<file path="src/rtl/dsrv_pkg.sv">
// ----------------------------------------------------------------------------
// dsrv_pkg: shared types and constants for the dual-slot record validator
// Holds the item structs, controller command and status structs, the
// controller state encoding, record layout constants and the CRC byte step.
// ----------------------------------------------------------------------------
package dsrv_pkg;

	localparam logic [31:0] REC_MAGIC     = 32'h4643_4247;
	localparam logic [31:0] CRC_POLY      = 32'hedb8_8320;
	localparam logic [31:0] CRC_PRESET    = 32'hffff_ffff;
	localparam logic [31:0] VERSION_OLD   = 32'd1;
	localparam logic [31:0] VERSION_NEW   = 32'd2;
	localparam logic [31:0] FRAMESKIP_MAX = 32'd2;
	localparam logic [31:0] AUDIO_MAX_OLD = 32'd1;
	localparam logic [31:0] AUDIO_MAX_NEW = 32'd4;
	localparam logic [31:0] SWAP_MAX      = 32'd1;

	localparam logic [2:0] AUDIO_LEVEL_MAX  = 3'd4;
	localparam logic [1:0] FRAMESKIP_DEFAULT = 2'd1;

	// Word positions inside a record.
	localparam logic [2:0] W_MAGIC     = 3'd0;
	localparam logic [2:0] W_VERSION   = 3'd1;
	localparam logic [2:0] W_GEN       = 3'd2;
	localparam logic [2:0] W_FRAMESKIP = 3'd3;
	localparam logic [2:0] W_AUDIO     = 3'd4;
	localparam logic [2:0] W_SWAP      = 3'd5;
	localparam logic [2:0] W_CRC       = 3'd6;
	localparam logic [2:0] W_FULL      = 3'd7;

	// Selection codes.
	localparam logic [1:0] CHOSEN_NONE  = 2'd0;
	localparam logic [1:0] CHOSEN_SLOT0 = 2'd1;
	localparam logic [1:0] CHOSEN_SLOT1 = 2'd2;

	// Index of the last byte step after the one done in the transfer cycle.
	localparam logic [1:0] CRC_LAST_STEP = 2'd2;

	typedef struct packed {
		logic [31:0] record_word;
		logic        slot_index;
		logic        end_of_record;
		logic        read_ok;
	} rec_item_t;

	typedef struct packed {
		logic        reported_slot;
		logic        slot_valid;
		logic        decision_ready;
		logic [1:0]  chosen_slot;
		logic [1:0]  frameskip_out;
		logic [2:0]  audio_out;
		logic        swap_out;
		logic [31:0] generation_out;
	} res_item_t;

	typedef struct packed {
		logic absorb;
		logic crc_step;
		logic finish;
	} ctrl_cmd_t;

	typedef struct packed {
		logic crc_needed;
		logic out_free;
	} ctrl_sts_t;

	typedef enum logic [2:0] {
		S_IDLE = 3'b001,
		S_CRC  = 3'b010,
		S_FIN  = 3'b100
	} ctrl_state_t;

	// Eight bit steps of the reflected CRC-32, i.e. one byte.
	function automatic logic [31:0] crc_byte(input logic [31:0] c);
		logic [31:0] r;
		r = c;
		for (int i = 0; i < 8; i++) begin
			r = (r >> 1) ^ (CRC_POLY & {32{r[0]}});
		end
		return r;
	endfunction

endpackage

</file>
<file path="src/rtl/dsrv_ctrl.sv">
// ----------------------------------------------------------------------------
// dsrv_ctrl: sequencing controller
// Takes record words, runs the remaining CRC byte steps and waits for room
// in the result register before finishing a record.
// ----------------------------------------------------------------------------
module dsrv_ctrl (
	input  logic               clk,
	input  logic               arst_n,
	input  logic               rec_valid,
	input  logic               end_of_record,
	input  dsrv_pkg::ctrl_sts_t sts,
	output logic               rec_ready,
	output dsrv_pkg::ctrl_cmd_t cmd
);

	dsrv_pkg::ctrl_state_t state_q, state_d;
	logic [1:0] step_q, step_d;

	always_comb begin
		state_d      = state_q;
		step_d       = step_q;
		rec_ready    = 1'b0;
		cmd          = '0;
		unique case (state_q)
			dsrv_pkg::S_IDLE: begin
				rec_ready  = 1'b1;
				cmd.absorb = rec_valid;
				if (rec_valid) begin
					// A record end skips the remaining CRC byte steps: the record state is cleared anyway.
					if (end_of_record) begin
						state_d = dsrv_pkg::S_FIN;
					end else if (sts.crc_needed) begin
						state_d = dsrv_pkg::S_CRC;
						step_d  = '0;
					end
				end
			end
			dsrv_pkg::S_CRC: begin
				cmd.crc_step = 1'b1;
				step_d       = step_q + 2'd1;
				if (step_q == dsrv_pkg::CRC_LAST_STEP) begin
					state_d = dsrv_pkg::S_IDLE;
				end
			end
			dsrv_pkg::S_FIN: begin
				cmd.finish = sts.out_free;
				if (sts.out_free) begin
					state_d = dsrv_pkg::S_IDLE;
				end
			end
			default: begin
				state_d = dsrv_pkg::S_IDLE;
			end
		endcase
	end

	always_ff @(posedge clk or negedge arst_n) begin
		if (!arst_n) begin
			state_q <= dsrv_pkg::S_IDLE;
			step_q  <= '0;
		end else begin
			state_q <= state_d;
			step_q  <= step_d;
		end
	end

endmodule

</file>
<file path="src/rtl/dsrv_datapath.sv">
// ----------------------------------------------------------------------------
// dsrv_datapath: record checks, CRC register, slot selection, result register
// Field checks and the first CRC byte happen in the transfer cycle; the
// selection and the result load happen on the finish command.
// ----------------------------------------------------------------------------
module dsrv_datapath (
	input  logic                clk,
	input  logic                arst_n,
	input  dsrv_pkg::rec_item_t  rec_data,
	input  dsrv_pkg::ctrl_cmd_t  cmd,
	output dsrv_pkg::ctrl_sts_t  sts,
	input  logic                res_ready,
	output logic                res_valid,
	output dsrv_pkg::res_item_t  res_data
);

	logic [2:0]  wc_q;
	logic [31:0] crc_q;
	logic        fields_ok_q;
	logic        legacy_q;
	logic [31:0] gen_q;
	logic [1:0]  fs_q;
	logic [2:0]  au_q;
	logic        sw_q;
	logic        first_valid_q;
	logic [31:0] first_gen_q;
	logic [1:0]  first_fs_q;
	logic [2:0]  first_au_q;
	logic        first_sw_q;
	logic        last_ok_q;
	logic        last_slot_q;
	logic        res_valid_q;
	dsrv_pkg::res_item_t res_q;

	logic [31:0] w;
	logic        word_bad;
	logic [31:0] audio_limit;
	logic        rec_valid_now;
	logic [31:0] gen_diff;
	logic        newer;
	dsrv_pkg::res_item_t res_d;

	assign w              = rec_data.record_word;
	assign sts.crc_needed = rec_data.read_ok && (wc_q < dsrv_pkg::W_CRC);
	assign sts.out_free   = !res_valid_q || res_ready;
	assign audio_limit    = legacy_q ? dsrv_pkg::AUDIO_MAX_OLD : dsrv_pkg::AUDIO_MAX_NEW;

	always_comb begin
		word_bad = 1'b0;
		unique case (wc_q)
			dsrv_pkg::W_MAGIC:     word_bad = (w != dsrv_pkg::REC_MAGIC);
			dsrv_pkg::W_VERSION:   word_bad = (w != dsrv_pkg::VERSION_OLD) &&
			                                  (w != dsrv_pkg::VERSION_NEW);
			dsrv_pkg::W_GEN:       word_bad = 1'b0;
			dsrv_pkg::W_FRAMESKIP: word_bad = (w > dsrv_pkg::FRAMESKIP_MAX);
			dsrv_pkg::W_AUDIO:     word_bad = (w > audio_limit);
			dsrv_pkg::W_SWAP:      word_bad = (w > dsrv_pkg::SWAP_MAX);
			dsrv_pkg::W_CRC:       word_bad = (w != ~crc_q);
			default:               word_bad = 1'b1;
		endcase
	end

	// Selection at a record end.
	assign rec_valid_now = last_ok_q && fields_ok_q && (wc_q == dsrv_pkg::W_FULL);
	assign gen_diff      = gen_q - first_gen_q;
	assign newer         = (gen_diff != '0) && !gen_diff[31];

	always_comb begin
		res_d               = '0;
		res_d.reported_slot = last_slot_q;
		res_d.slot_valid    = rec_valid_now;
		res_d.decision_ready = last_slot_q;
		if (last_slot_q) begin
			priority if (rec_valid_now && (!first_valid_q || newer)) begin
				res_d.chosen_slot    = dsrv_pkg::CHOSEN_SLOT1;
				res_d.frameskip_out  = fs_q;
				res_d.audio_out      = au_q;
				res_d.swap_out       = sw_q;
				res_d.generation_out = gen_q;
			end else if (first_valid_q) begin
				res_d.chosen_slot    = dsrv_pkg::CHOSEN_SLOT0;
				res_d.frameskip_out  = first_fs_q;
				res_d.audio_out      = first_au_q;
				res_d.swap_out       = first_sw_q;
				res_d.generation_out = first_gen_q;
			end else begin
				res_d.chosen_slot    = dsrv_pkg::CHOSEN_NONE;
				res_d.frameskip_out  = dsrv_pkg::FRAMESKIP_DEFAULT;
				res_d.audio_out      = dsrv_pkg::AUDIO_LEVEL_MAX;
				res_d.swap_out       = 1'b0;
				res_d.generation_out = '0;
			end
		end
	end

	always_ff @(posedge clk or negedge arst_n) begin
		if (!arst_n) begin
			wc_q          <= '0;
			crc_q         <= dsrv_pkg::CRC_PRESET;
			fields_ok_q   <= 1'b1;
			legacy_q      <= 1'b0;
			gen_q         <= '0;
			fs_q          <= '0;
			au_q          <= '0;
			sw_q          <= 1'b0;
			first_valid_q <= 1'b0;
			first_gen_q   <= '0;
			first_fs_q    <= '0;
			first_au_q    <= '0;
			first_sw_q    <= 1'b0;
			last_ok_q     <= 1'b0;
			last_slot_q   <= 1'b0;
			res_valid_q   <= 1'b0;
		end else begin
			if (cmd.absorb) begin
				last_ok_q   <= rec_data.read_ok;
				last_slot_q <= rec_data.slot_index;
				if (rec_data.read_ok) begin
					if (word_bad) begin
						fields_ok_q <= 1'b0;
					end
					unique case (wc_q)
						dsrv_pkg::W_VERSION:   legacy_q <= (w == dsrv_pkg::VERSION_OLD);
						dsrv_pkg::W_GEN:       gen_q    <= w;
						dsrv_pkg::W_FRAMESKIP: fs_q     <= w[1:0];
						dsrv_pkg::W_AUDIO: begin
							// Legacy records store an on/off flag that maps to full level.
							if (legacy_q) begin
								au_q <= (w != '0) ? dsrv_pkg::AUDIO_LEVEL_MAX : 3'd0;
							end else begin
								au_q <= w[2:0];
							end
						end
						dsrv_pkg::W_SWAP:      sw_q     <= w[0];
						default: begin
						end
					endcase
					if (wc_q < dsrv_pkg::W_CRC) begin
						crc_q <= dsrv_pkg::crc_byte(crc_q ^ w);
					end
					if (wc_q != dsrv_pkg::W_FULL) begin
						wc_q <= wc_q + 3'd1;
					end
				end
			end else if (cmd.crc_step) begin
				crc_q <= dsrv_pkg::crc_byte(crc_q);
			end else if (cmd.finish) begin
				if (last_slot_q) begin
					first_valid_q <= 1'b0;
				end else begin
					first_valid_q <= rec_valid_now;
					first_gen_q   <= gen_q;
					first_fs_q    <= fs_q;
					first_au_q    <= au_q;
					first_sw_q    <= sw_q;
				end
				wc_q        <= '0;
				crc_q       <= dsrv_pkg::CRC_PRESET;
				fields_ok_q <= 1'b1;
				legacy_q    <= 1'b0;
				gen_q       <= '0;
				fs_q        <= '0;
				au_q        <= '0;
				sw_q        <= 1'b0;
			end

			if (cmd.finish) begin
				res_valid_q <= 1'b1;
			end else if (res_ready) begin
				res_valid_q <= 1'b0;
			end
		end
	end

	always_ff @(posedge clk) begin
		if (cmd.finish) begin
			res_q <= res_d;
		end
	end

	assign res_valid = res_valid_q;
	assign res_data  = res_q;

endmodule

</file>
<file path="src/rtl/dual_slot_record_validator_unit.sv">
// ----------------------------------------------------------------------------
// dual_slot_record_validator_unit: A/B settings record check and selection
// Checks two seven-word records with a reflected CRC-32 and field limits,
// reports each record end and picks the newer valid slot after slot 1.
//
//   Port group   Dir  Handshake              Payload
//   rec_*        in   rec_valid/rec_ready    dsrv_pkg::rec_item_t (one word)
//   res_*        out  res_valid/res_ready    dsrv_pkg::res_item_t (per end)
//
// A word that feeds the CRC and does not end its record is followed by three
// byte steps of the 8-bit-per-cycle CRC logic after its transfer cycle;
// other words need no CRC steps. A record end is transferred and then
// selected into the result register; the selection waits while the result
// register still holds an untaken result.
// Reset clears all record and slot state at once; there is no clearing pass.
// ----------------------------------------------------------------------------
module dual_slot_record_validator_unit (
	input  logic                clk,
	input  logic                arst_n,
	input  logic                rec_valid,
	output logic                rec_ready,
	input  dsrv_pkg::rec_item_t  rec_data,
	output logic                res_valid,
	input  logic                res_ready,
	output dsrv_pkg::res_item_t  res_data
);

	dsrv_pkg::ctrl_cmd_t cmd;
	dsrv_pkg::ctrl_sts_t sts;

	dsrv_ctrl u_ctrl (
		.clk          (clk),
		.arst_n       (arst_n),
		.rec_valid    (rec_valid),
		.end_of_record(rec_data.end_of_record),
		.sts          (sts),
		.rec_ready    (rec_ready),
		.cmd          (cmd)
	);

	dsrv_datapath u_datapath (
		.clk      (clk),
		.arst_n   (arst_n),
		.rec_data (rec_data),
		.cmd      (cmd),
		.sts      (sts),
		.res_ready(res_ready),
		.res_valid(res_valid),
		.res_data (res_data)
	);

	// The selection code never takes its unused value.
	a_chosen_code: assert property (@(posedge clk) disable iff (!arst_n)
		res_valid |-> ((res_data.chosen_slot == dsrv_pkg::CHOSEN_NONE) ||
		               (res_data.chosen_slot == dsrv_pkg::CHOSEN_SLOT0) ||
		               (res_data.chosen_slot == dsrv_pkg::CHOSEN_SLOT1)))
		else $error("chosen_slot holds an unused code");

	// A slot 0 result carries no selection.
	a_slot0_quiet: assert property (@(posedge clk) disable iff (!arst_n)
		(res_valid && !res_data.decision_ready) |->
		(res_data.chosen_slot == dsrv_pkg::CHOSEN_NONE) && (res_data.generation_out == '0))
		else $error("slot 0 result carries selection fields");

	// No valid slot gives the defaults.
	a_defaults: assert property (@(posedge clk) disable iff (!arst_n)
		(res_valid && res_data.decision_ready &&
		 (res_data.chosen_slot == dsrv_pkg::CHOSEN_NONE)) |->
		(res_data.frameskip_out == dsrv_pkg::FRAMESKIP_DEFAULT) &&
		(res_data.audio_out == dsrv_pkg::AUDIO_LEVEL_MAX) && !res_data.swap_out)
		else $error("defaults missing when no slot is chosen");

	// A record end always stalls the input for the finish state before the next transfer.
	a_end_stall: assert property (@(posedge clk) disable iff (!arst_n)
		(rec_valid && rec_ready && rec_data.end_of_record) |=> !rec_ready)
		else $error("record end did not stall the input");

endmodule

</file>
<file path="config.mk">
export PLATFORM = sky130hd
export DESIGN_NAME = dual_slot_record_validator_unit
export DESIGN_NICKNAME = d
export VERILOG_FILES = /design/src/rtl/dsrv_pkg.sv /design/src/rtl/dsrv_ctrl.sv /design/src/rtl/dsrv_datapath.sv /design/src/rtl/dual_slot_record_validator_unit.sv
export SDC_FILE = /design/constraint.sdc
export NUM_CORES = 1
export LEC_CHECK = 0
export BUFFER_PORTS_ARGS = -buffer_cell sky130_fd_sc_hd__buf_2
export CAP_MARGIN = 20
export CORE_MARGIN = 2
export CORE_UTILIZATION = 25
export CTS_CLUSTER_SIZE = 12
export DETAILED_ROUTE_END_ITERATION = 10
export GPL_TIMING_DRIVEN = 0
export SYNTH_ARGS = -nofsm -noshare
export SYNTH_HDL_FRONTEND = slang
export SYNTH_HIERARCHICAL = 1
export SYNTH_SLANG_ARGS = --single-unit
</file>
<file path="constraint.sdc">
create_clock -name clk -period 7.45 [get_ports clk]
set_input_delay 1.49 -clock clk [delete_from_list [all_inputs] [get_ports clk]]
set_output_delay 1.49 -clock clk [all_outputs]
set_load 0.05 [all_outputs]
</file>
## Word-level counts from Yosys, hierarchy flattened

Index checks and enable logic that the tools add are counted.

- Add/sub/neg operators: 3
- Magnitude comparators: 4
- Eq/ne operators: 33
- Muxes and demuxes: 59
- Bitwise operators: 21
- Reduce and logical (&&, ||, !) cells: 31

Operators by type and width:

| kind | count |
|---|---|
| 31-bit by 32-bit bitwise XOR with 32-bit output | 16 |
| 32-bit 2-to-1 mux | 10 |
| 32-bit nonzero test | 2 |
| 3-bit 2-to-1 mux | 16 |
| 40-bit 2-to-1 mux | 1 |
| 4-bit AND reduction | 10 |
| 39-bit 2-to-1 mux | 1 |
| 32-bit by 1-bit == test with 1-bit output, second input constant | 1 |
| 32-bit by 1-bit > comparator with 1-bit output, second input constant | 1 |
| 32-bit by 2-bit > comparator with 1-bit output, second input constant | 1 |
| 32-bit > comparator | 1 |
| 32-bit by 1-bit inequality test with 1-bit output, second input constant | 1 |
| 32-bit by 2-bit inequality test with 1-bit output, second input constant | 1 |
| 32-bit by 31-bit inequality test with 1-bit output, second input constant | 1 |
| 32-bit inequality test | 1 |
| 32-bit NOT | 1 |
| 32-bit subtractor | 1 |
| 32-bit bitwise XOR | 1 |
| 2-bit by 1-bit inequality test with 1-bit output, second input constant | 11 |
| 1-bit 2-to-1 mux | 20 |
| 2-bit 2-to-1 mux | 8 |
| 3-bit == test, second input constant | 5 |
| 3-bit by 2-bit == test with 1-bit output, second input constant | 3 |
| 3-bit one-hot mux with 3 select lines | 1 |
| other kinds (18) | 36 |

- Bits in registers: 164
- Input bits: 39
- Output and inout port bits: 45

## Longest topological paths before layout

Gate-level depths: netlist of the first run.

- Word-level depth: 12
- Gate-level depth with buffers: 14
- Depth with buffers taken out: 13

## By module

The synthesis of the first run kept the hierarchy.

By module, submodules not included:

| module | times used | cells each | area each (um2) | seq. area each (um2) |
|---|---|---|---|---|
| dsrv_datapath | 1 | 1188 | 10696.5 | 4230.3 |
| dsrv_ctrl | 1 | 32 | 306.5 | 126.4 |

## Worst setup path after synthesis of the first run

Ideal clock, no wire load.

- Path kind: input to register
- Start point: input res_ready
- End point: register u_datapath.first_au_q[0]
- Arrival: 3.550 ns
- Required time: 7.367 ns
- Path slack: 3.817 ns
- Stages: 8
- Buffers on the path: 2
- Cell sequence: nand2b_1 -> and4bb_2 -> nand3_1 -> nor2_1 -> clkbuf_1 -> buf_1 -> nand2_1 -> o21ai_0

RTL lines:

| item | RTL line | RTL |
|---|---|---|
| start, declared | dual_slot_record_validator_unit.sv:24 | `input logic res_ready,` |
| end signal, assigned | dsrv_datapath.sv:154 | `first_au_q <= au_q;` |
| end, declared | dsrv_datapath.sv:28 | `logic [2:0] first_au_q;` |

## Worst setup path after layout of the first run

- Start point: register u_datapath.gen_q[0]
- End point: register u_datapath.res_q, in the netlist u_datapath/res_data[1] (data pin)

- Longest elaborated chain between the ends: 6
- Elaborated cells on any way between the ends: 7

RTL lines:

| item | RTL line | RTL |
|---|---|---|
| start, declared | dsrv_datapath.sv:21 | `logic [31:0] gen_q;` |
| start signal, assigned | dsrv_datapath.sv:124 | `dsrv_pkg::W_GEN: gen_q <= w;` |
| 32-bit subtractor * | dsrv_datapath.sv:65 | `assign gen_diff = gen_q - first_gen_q;` |
| 32-bit nonzero test or 1-bit zero test (tied branches) | dsrv_datapath.sv:66 | `assign newer = (gen_diff != '0) && !gen_diff[31];` |
| 1-bit logical AND * | dsrv_datapath.sv:66 |  |
| 1-bit logical OR * | dsrv_datapath.sv:74 | `priority if (rec_valid_now && (!first_valid_q \|\| newer)) begin` |
| 1-bit logical AND * | dsrv_datapath.sv:74 |  |
| 40-bit 2-to-1 mux * | dsrv_datapath.sv:74 |  |
| end signal, assigned | dsrv_datapath.sv:177 | `res_q <= res_d;` |
| end, declared | dsrv_datapath.sv:33 | `dsrv_pkg::res_item_t res_q;` |

Mark *: on every way between the ends. The rest lies on a longest branch, timed or not.
A chain may end at the register's enable or synchronous reset.

==> results of run 1 <==
-- cells in the mapped netlist (12+ instances only) --
| master | number |
|---|---|
| sky130_fd_sc_hd__ha_1 | 41 |
| sky130_fd_sc_hd__a21oi_1 | 50 |
| sky130_fd_sc_hd__edfxtp_1 | 42 |
| sky130_fd_sc_hd__nand3_1 | 15 |
| sky130_fd_sc_hd__clkbuf_1 | 49 |
| sky130_fd_sc_hd__nor4_1 | 13 |
| sky130_fd_sc_hd__xor2_1 | 25 |
| sky130_fd_sc_hd__inv_1 | 62 |
| sky130_fd_sc_hd__nor3_1 | 12 |
| sky130_fd_sc_hd__o21ai_1 | 35 |
| sky130_fd_sc_hd__dfrtp_1 | 88 |
| sky130_fd_sc_hd__nand4_1 | 13 |
| sky130_fd_sc_hd__dfstp_2 | 34 |
| sky130_fd_sc_hd__a21o_1 | 45 |
| sky130_fd_sc_hd__nor2_1 | 47 |
| sky130_fd_sc_hd__xnor2_1 | 147 |
| sky130_fd_sc_hd__o21ai_0 | 139 |
| sky130_fd_sc_hd__a211oi_1 | 12 |
| sky130_fd_sc_hd__a221oi_1 | 33 |
| sky130_fd_sc_hd__o22ai_1 | 13 |
| sky130_fd_sc_hd__nand2_1 | 149 |
-- area by class of cell --
class	count	area (µm²)
fill	4595	30460
multi-input combinational	928	6128
sequential	164	4357
tap	585	732.0
timing repair buffer	84	464.2
clock buffer	19	432.9
buffer	65	281.5
inverter	63	236.5
clock inverter	13	171.4
-- worst register-to-register path: cells and delay by family (launching register included) --
kind            cells  cell delay (ps)
simple gates        3             1080
compound gates      7             2560
buf+inv             1               70
fa+ha+maj           2              660
flops               1              360
-- layer usage --
layer  share of wire  vias up  GRT usage  wire length [µm]
li1                -     4587          -                 -
met1            0.44     4732     0.2111             15920
met2            0.47      359     0.2647             16930
met3           0.071       62    0.03603              2561
met4           0.021        0    0.04717               760
met5               0        -          0                 0
-- power by group through the flow --
stage	Sequential [mW]	Clock (mW)	Combinational, mW
finish	1.55	0.936	3.76
global route	1.59	0.992	4.13
CTS	1.55	0.953	3.73
detailed placement	1.56	0	3.71
global placement	1.55	0	3.67
floorplan	1.50	0	2.93
-- cells by family (layout without fill, tap and decap cells) --
kind of cell,Yosys count,after routing
flip-flops,164,164
multiplexers,4,4
AND/OR/NAND/NOR,305,305
adder cells (fa/ha/maj),42,42
buffers and inverters,128,244
XOR/XNOR,172,172
AO/OA/AOI/OAI,405,405
-- metrics by stage --
stage	util	total power, mW	std cells
floorplan	-	4.430	1220
global placement	0.2807	5.222	1887
detailed placement	0.2820	5.269	1889
CTS	0.2959	6.230	1921
global route	0.2959	6.714	1921
finish	0.2959	6.253	1921
-- worst paths after layout --
path	startpoint	to	slack, ps	cells past startpoint
min reg2reg	u_datapath/fs_q[1]$_DFFE_PN0P_	u_datapath/first_fs_q[1]$_DFFE_PN0P_	500	2
min in group asynchronous	arst_n	u_ctrl/step_q[0]$_DFFE_PN0P_	990	1
max in group asynchronous	arst_n	u_datapath/first_gen_q[16]$_DFFE_PN0P_	5700	2
max	u_datapath/gen_q[0]$_DFFE_PN0P_	u_datapath/res_data[1]$_SDFFCE_PN0P_	2420	13
max reg2reg	u_datapath/gen_q[0]$_DFFE_PN0P_	u_datapath/res_data[1]$_SDFFCE_PN0P_	2420	13
min	u_datapath/fs_q[1]$_DFFE_PN0P_	u_datapath/first_fs_q[1]$_DFFE_PN0P_	500	2
-- registers in the layout, summed over array words and instances (netlist names), 2 cells and up --
signal / cells
u_datapath/gen_q: 32
u_datapath/first_fs_q: 2
u_datapath/first_gen_q: 32
u_datapath/crc_q: 32
u_datapath/res_data: 42
u_datapath/fs_q: 2
u_datapath/first_au_q: 3
u_datapath/au_q: 3
u_ctrl/step_q: 2
u_datapath/wc_q: 3
u_ctrl/state_q: 3
==> run summary, run 1 <==
SYNTHESIS
------------------------------------------------------------------------------------------------------
Synth Register Bits                                                                                164
Cells after synthesis                                                                            1,220
Number of flops mapped to enable cells by yosys                                                     42
Top FF cell, synth                                                                        sky130_fd_sc_hd__dfrtp_1
Post-Synth Simple-Gate Area                                                                     0.1310
Post-Synth Adder-Cell Area                                                                     0.04844
Area fraction in compound gates after synthesis                                                 0.2366
Share of synthesized area spent on multiplexers                                               0.003980
Post-synthesis xor/xnor area fraction                                                           0.1369
Yosys warns                                                                                          6
Dominant cell type by area after synthesis                                                sky130_fd_sc_hd__dfrtp_1
Sequential-to-total area share from yosys stat                                                  0.3960
Share of synthesized flip-flops with an asynchronous set or reset                               0.7439
Post-Synthesis Net Count                                                                         1,301
Top post-synthesis cells by area                                                          sky130_fd_sc_hd__dfrtp_1 (20%), sky130_fd_sc_hd__xnor2_1 (12%), sky130_fd_sc_hd__edfxtp_1 (11%)
Largest family of logic cells by synthesized area                                         compound AO/OA/AOI/OAI gates
Average instance area after synthesis                                                        9.019 µm²
Netlist area before placement                                                              0.01100 mm²
Cell variety after synth                                                                            78
Fraction of synthesized cell area taken by the top area cell type                               0.2001

SETUP PATH
------------------------------------------------------------------------------------------------------
Critical path endpoint category                                                                   flop
Largest delay share family, worst path                                                    compound AO/OA/AOI/OAI gates
Endpoint arrival time on the critical path                                                     5160 ps
Critical path fanouts, max                                                                           6
Cells along the critical path                                                             inv_1, ha_1, fa_1, nand2b_1, a211oi_4, o21ai_0, a2111oi_0, o2111ai_1, a2111oi_1, and4b_1, a311oi_2, nor2_1, o22ai_1
Element type at the critical path start                                                           flop
CP max stage delay                                                                              680 ps
Data required time at the worst endpoint                                                       7570 ps
Buf/Inv on CP                                                                                        1
Setup Crit Path Kind                                                                      flop to flop
Critical-path cell with the highest stage delay                                           sky130_fd_sc_hd__a2111oi_0

TIMING
------------------------------------------------------------------------------------------------------
Final worst clock skew                                                                        15.13 ps
Final critical delay including setup and external delays                                       5034 ps
Tightest slew margin relative to the limit                                                      0.2792
Number of endpoints failing setup at the final stage                                                 0
Total Negative Setup Slacks                                                                       0 ps
Crit share post-route                                                                           0.6758
Number of hold-slack violations in the final timing report                                           0
Fmax achieved                                                                                198.6 MHz
Transition time of the tightest slew-check pin                                                 1073 ps
Worst setup slack after layout                                                                 2416 ps
Slew Limit Fails                                                                                     0
Setup repair after global routing missed its margin                                                 no
Fin Hold WS                                                                                   497.8 ps

CTS
------------------------------------------------------------------------------------------------------
CTS Buffer Depth                                                                                     2
Number of sinks handled by clock tree synthesis                                                    164
H-tree depth                                                                                         4
CTS root buffer                                                                           sky130_fd_sc_hd__clkbuf_16
Post-CTS setup buffer count                                                                          0
CTS tree                                                                                           yes
Clk_lat worst skew                                                                              430 ps
Total clock buffers created by CTS                                                                  17
Clock transition at the register clock pins on the worst setup and hold paths after CTS          60 ps
Hold bufs inserted after CTS                                                                         0
Number of instances resized during post-cts repair                                                   0

DRT
------------------------------------------------------------------------------------------------------
ANT nets after route                                                                                 0
Count of unresolved DRC violations after routing                                                     0
Violation count after the first detailed-routing iteration                                         813
Drt wl/cell                                                                                   18.83 µm
Drt total wl                                                                                 36,180 µm
Ratio of routed vias to standard cells                                                           5.070
Routed vias                                                                                      9,740
Detailed Routing Iterations Pass 1                                                                   5

POWER
------------------------------------------------------------------------------------------------------
Max IR drop VDD                                                                              0.2539 mV
Share of total power in combinational logic                                                      0.602
Sw Share                                                                                        0.4557
Fraction of power consumed by sequential logic                                                   0.248
Internal power component                                                                      3.404 mW
Net switching power                                                                           2.849 mW
Leakage power figure                                                                          5.032 nW
Power share of the clock group                                                                   0.150
Ratio of total power to cell area                                                         488.4 mW/mm²

PLACE
------------------------------------------------------------------------------------------------------
Half-perimeter wire length of the detailed placement result                                  27,900 µm
Post-placement setup slack                                                                     2666 ps
Final GP Congestion                                                                             0.9045
Number of port buffers                                                                              82
Total cell area at the placement stage                                                     0.01220 mm²

LAYOUT
------------------------------------------------------------------------------------------------------
Ant. Diodes                                                                                          0
Share of post-route cells with drive strength above 1                                           0.1347
Most common cell after layout, fill and taps aside                                        sky130_fd_sc_hd__nand2_1
Highest-count cells in the layout ignoring fill and taps                                  sky130_fd_sc_hd__nand2_1 (149), sky130_fd_sc_hd__xnor2_1 (147), sky130_fd_sc_hd__o21ai_0 (139), sky130_fd_sc_hd__buf_2 (89), sky130_fd_sc_hd__dfrtp_1 (88)
Final instance area                                                                        0.01280 mm²
Number of nets at the end of the flow                                                            1,404
Area grow syn2layout                                                                            16.36%

STATUS
------------------------------------------------------------------------------------------------------
Outcome                                                                                   complete, no violations

FLOORPLANNING
------------------------------------------------------------------------------------------------------
Initial cell density of the core                                                                0.2543
Height of the die                                                                             213.8 µm
Die Width                                                                                     213.8 µm
Number of primary I/O pins                                                                          84
Floorplan Core Area                                                                        0.04327 mm²
Floorplan die area                                                                         0.04571 mm²
Row count                                                                                           76

WORST HOLD PATH
------------------------------------------------------------------------------------------------------
Worst min path class                                                                      flop to flop

GRT
------------------------------------------------------------------------------------------------------
Global-route wire length before repair                                                       55,600 µm
Via count of the first global-routing pass                                                       9,674
GRT Residual Overflow                                                                                0
Global routing usage summed across all routing layers                                           0.1608
Antenna violations before repair                                                                     0
Pin count of the biggest net entering global routing                                                85

RUN
------------------------------------------------------------------------------------------------------
MaxCap Viol Count                                                                                    0

Power figures use the tool's default switching activity.
==> run 2: changes to the inputs <==
==> constraint.sdc (replaced) <==
create_clock -name clk -period 5.2 [get_ports clk]
set_input_delay 1.04 -clock clk [delete_from_list [all_inputs] [get_ports clk]]
set_output_delay 1.04 -clock clk [all_outputs]
set_load 0.05 [all_outputs]
==> run summary, run 2 (synthesis results as in run 1) <==
STATUS
------------------------------------------------------------------------------------------------------
Outcome                                                                                   complete, no violations

CTS
------------------------------------------------------------------------------------------------------
Number of sinks handled by clock tree synthesis                                                    164   unchanged
Clk_lat worst skew                                                                              430 ps   about the same
H-tree depth                                                                                         4   unchanged
CTS root buffer                                                                           sky130_fd_sc_hd__clkbuf_16
CTS Buffer Depth                                                                                     2   unchanged
Post-CTS setup buffer count                                                                          0   unchanged
Number of instances resized during post-cts repair                                                   0   unchanged
Clock transition at the register clock pins on the worst setup and hold paths after CTS          60 ps   about the same
Hold bufs inserted after CTS                                                                         0   unchanged
Total clock buffers created by CTS                                                                  17   unchanged
CTS tree                                                                                           yes

POWER
------------------------------------------------------------------------------------------------------
Leakage power figure                                                                          5.033 nW   about the same
Sum of internal, switching and leakage power                                                  8.960 mW   +43%
Internal power component                                                                      4.876 mW   +43%
Net switching power                                                                           4.084 mW   +43%
Share of total power in combinational logic                                                      0.602   about the same
Power share of the clock group                                                                   0.150   about the same
Sw Share                                                                                        0.4558   about the same
Fraction of power consumed by sequential logic                                                   0.248   about the same
Max IR drop VDD                                                                              0.3636 mV   +43%
Ratio of total power to cell area                                                         699.7 mW/mm²   +43%

FLOORPLANNING
------------------------------------------------------------------------------------------------------
Height of the die                                                                             213.8 µm   unchanged
Number of primary I/O pins                                                                          84   unchanged
Row count                                                                                           76   unchanged
Initial cell density of the core                                                                0.2543   unchanged
Floorplan die area                                                                         0.04571 mm²   unchanged
Floorplan Core Area                                                                        0.04327 mm²   unchanged
Die Width                                                                                     213.8 µm   unchanged

TIMING
------------------------------------------------------------------------------------------------------
Transition time of the tightest slew-check pin                                                 1049 ps   -24.41 ps
Final worst clock skew                                                                        14.91 ps   -0.2204 ps
Crit share post-route                                                                           0.9594   +0.2836
Fin Hold WS                                                                                   498.3 ps   +0.5190 ps
Final critical delay including setup and external delays                                       4989 ps   -45.73 ps
Setup repair after global routing missed its margin                                                 no
Slew Limit Fails                                                                                     0   unchanged
Fmax achieved                                                                                200.5 MHz   +0.92%
Tightest slew margin relative to the limit                                                      0.2956   +0.01639
Number of hold-slack violations in the final timing report                                           0   unchanged
Number of endpoints failing setup at the final stage                                                 0   unchanged
Total Negative Setup Slacks                                                                       0 ps   unchanged

SETUP PATH
------------------------------------------------------------------------------------------------------
Critical-path cell with the highest stage delay                                           sky130_fd_sc_hd__a2111oi_0
Cell count of the worst reg-to-reg path                                                             14   +1
Endpoint arrival time on the critical path                                                     5180 ps   +20 ps
Setup Crit Path Kind                                                                      flop to flop
Cells along the critical path                                                             inv_1, ha_1, fa_1, nand2b_1, a211oi_4, o21ai_0, a2111oi_0, o2111ai_1, a2111oi_1, and4b_1, and4_4, o211ai_4, buf_6, o22ai_1
Start point of the critical path                                                          u_datapath/gen_q[0]$_DFFE_PN0P_
Data required time at the worst endpoint                                                       5390 ps   -2180 ps
Element type at the critical path start                                                           flop
RR Startpoint                                                                             u_datapath/gen_q[0]$_DFFE_PN0P_
CP max stage delay                                                                              680 ps   about the same
Critical path fanouts, max                                                                          10   +4
Critical path endpoint category                                                                   flop
Reg2reg end                                                                               u_datapath/res_data[1]$_SDFFCE_PN0P_
Reg2reg setup slack                                                                             210 ps   -2200 ps

PLACE
------------------------------------------------------------------------------------------------------
DP Cell Count                                                                                    1,889   unchanged
Number of port buffers                                                                              82   unchanged
Final GP Congestion                                                                             0.9045   unchanged
Half-perimeter wire length of the detailed placement result                                  27,900 µm   unchanged

LAYOUT
------------------------------------------------------------------------------------------------------
Largest register FFs                                                                                42   unchanged
Storage element area                                                                      0.004357 mm²   unchanged
Post-layout instance count excluding filler cells                                                1,921   unchanged
Share of post-route cells with drive strength above 1                                           0.1355   +0.0007485
Filler instances                                                                                 4,594   -0.022%
Area grow syn2layout                                                                            16.39%   about the same
Area of the multi-input gates                                                             0.006131 mm²   about the same
End-of-flow core utilization                                                                    0.2960   about the same
Highest-count cells in the layout ignoring fill and taps                                  sky130_fd_sc_hd__nand2_1 (149), sky130_fd_sc_hd__xnor2_1 (147), sky130_fd_sc_hd__o21ai_0 (139), sky130_fd_sc_hd__buf_2 (89), sky130_fd_sc_hd__dfrtp_1 (88)
Most common cell after layout, fill and taps aside                                        sky130_fd_sc_hd__nand2_1
Ant. Diodes                                                                                          0   unchanged
Number of nets at the end of the flow                                                            1,404   unchanged

DRT
------------------------------------------------------------------------------------------------------
Violation count after the first detailed-routing iteration                                         817   +0.49%
ANT nets after route                                                                                 0   unchanged
Count of unresolved DRC violations after routing                                                     0   unchanged
Drt wl/cell                                                                                   18.84 µm   about the same
Routed vias                                                                                      9,702   -0.39%
Detailed Routing Iterations Pass 1                                                                   6   +1
Drt total wl                                                                                 36,190 µm   about the same
Ratio of routed vias to standard cells                                                           5.050   -0.39%

WORST HOLD PATH
------------------------------------------------------------------------------------------------------
Worst min path class                                                                      flop to flop
Worst Hold End                                                                            u_datapath/first_fs_q[1]$_DFFE_PN0P_
Hold path startpoint                                                                      u_datapath/fs_q[1]$_DFFE_PN0P_
Number of stages on the worst hold path                                                              2   unchanged

GRT
------------------------------------------------------------------------------------------------------
Global-route wire length before repair                                                       55,600 µm   unchanged
Pin count of the biggest net entering global routing                                                85   unchanged
Via count of the first global-routing pass                                                       9,674   unchanged
Antenna violations before repair                                                                     0   unchanged
Global routing usage summed across all routing layers                                           0.1608   unchanged
GRT Residual Overflow                                                                                0   unchanged

RUN
------------------------------------------------------------------------------------------------------
MaxCap Viol Count                                                                                    0   unchanged

## run 2: how the worst max path moves through the flow
stage | to | slack, ps | depth (start not counted)
2_1_floorplan | u_datapath/res_data[10]$_SDFFCE_PN0P_ | 1660 | 14
3_3_place_gp | u_datapath/res_data[1]$_SDFFCE_PN0P_ | 390 | 13
3_5_place_dp | u_datapath/res_data[1]$_SDFFCE_PN0P_ | 420 | 13
4_1_cts | u_datapath/res_data[1]$_SDFFCE_PN0P_ | 360 | 13
5_1_grt | u_datapath/res_data[17]$_SDFFCE_PN0P_ | 90 | 14
6_report | u_datapath/res_data[1]$_SDFFCE_PN0P_ | 210 | 14
## run 2: routing by layer
layer  up-vias  share of wire  GRT usage
met2       325           0.47     0.2647
met4         0          0.020    0.04717
met5         -              0          0
li1       4587              -          -
met3        51          0.068    0.03603
met1      4739           0.44     0.2111
## run 2: power by group through the flow
stage          sequential, mW  combinational (mW)  clock [mW]
2_1_floorplan            2.14                4.20           0
3_3_place_gp             2.22                5.26           0
3_5_place_dp             2.24                5.31           0
4_1_cts                  2.22                5.34        1.37
5_1_grt                  2.28                5.92        1.42
6_report                 2.23                5.39        1.34
## run 2: layout make-up
cell class | instances | area share
Sequential cell | 164 | 0.3402
Timing Repair Buffer | 84 | 0.03625
Clock inverter | 13 | 0.01339
Buffer | 65 | 0.02198
Multi-Input combinational cell | 928 | 0.4788
Tap cell | 585 | 0.05716
Clock buffer | 19 | 0.03381
Inverter | 63 | 0.01847
## run 2: worst max-delay path, delay by kind of cell (launching register included)
kind	cells	cell delay, ps
compound gates	7	2540
fa+ha+maj	2	660
flops	1	360
buf+inv	2	270
simple gates	3	920
## run 2: stage by stage
step           setup WS (ps)  cell area [µm²]
2_1_floorplan           1655            11000
3_3_place_gp           387.0            12150
3_5_place_dp           415.6            12200
4_1_cts                356.5            12800
5_1_grt                88.61            12810
6_report               211.2            12810
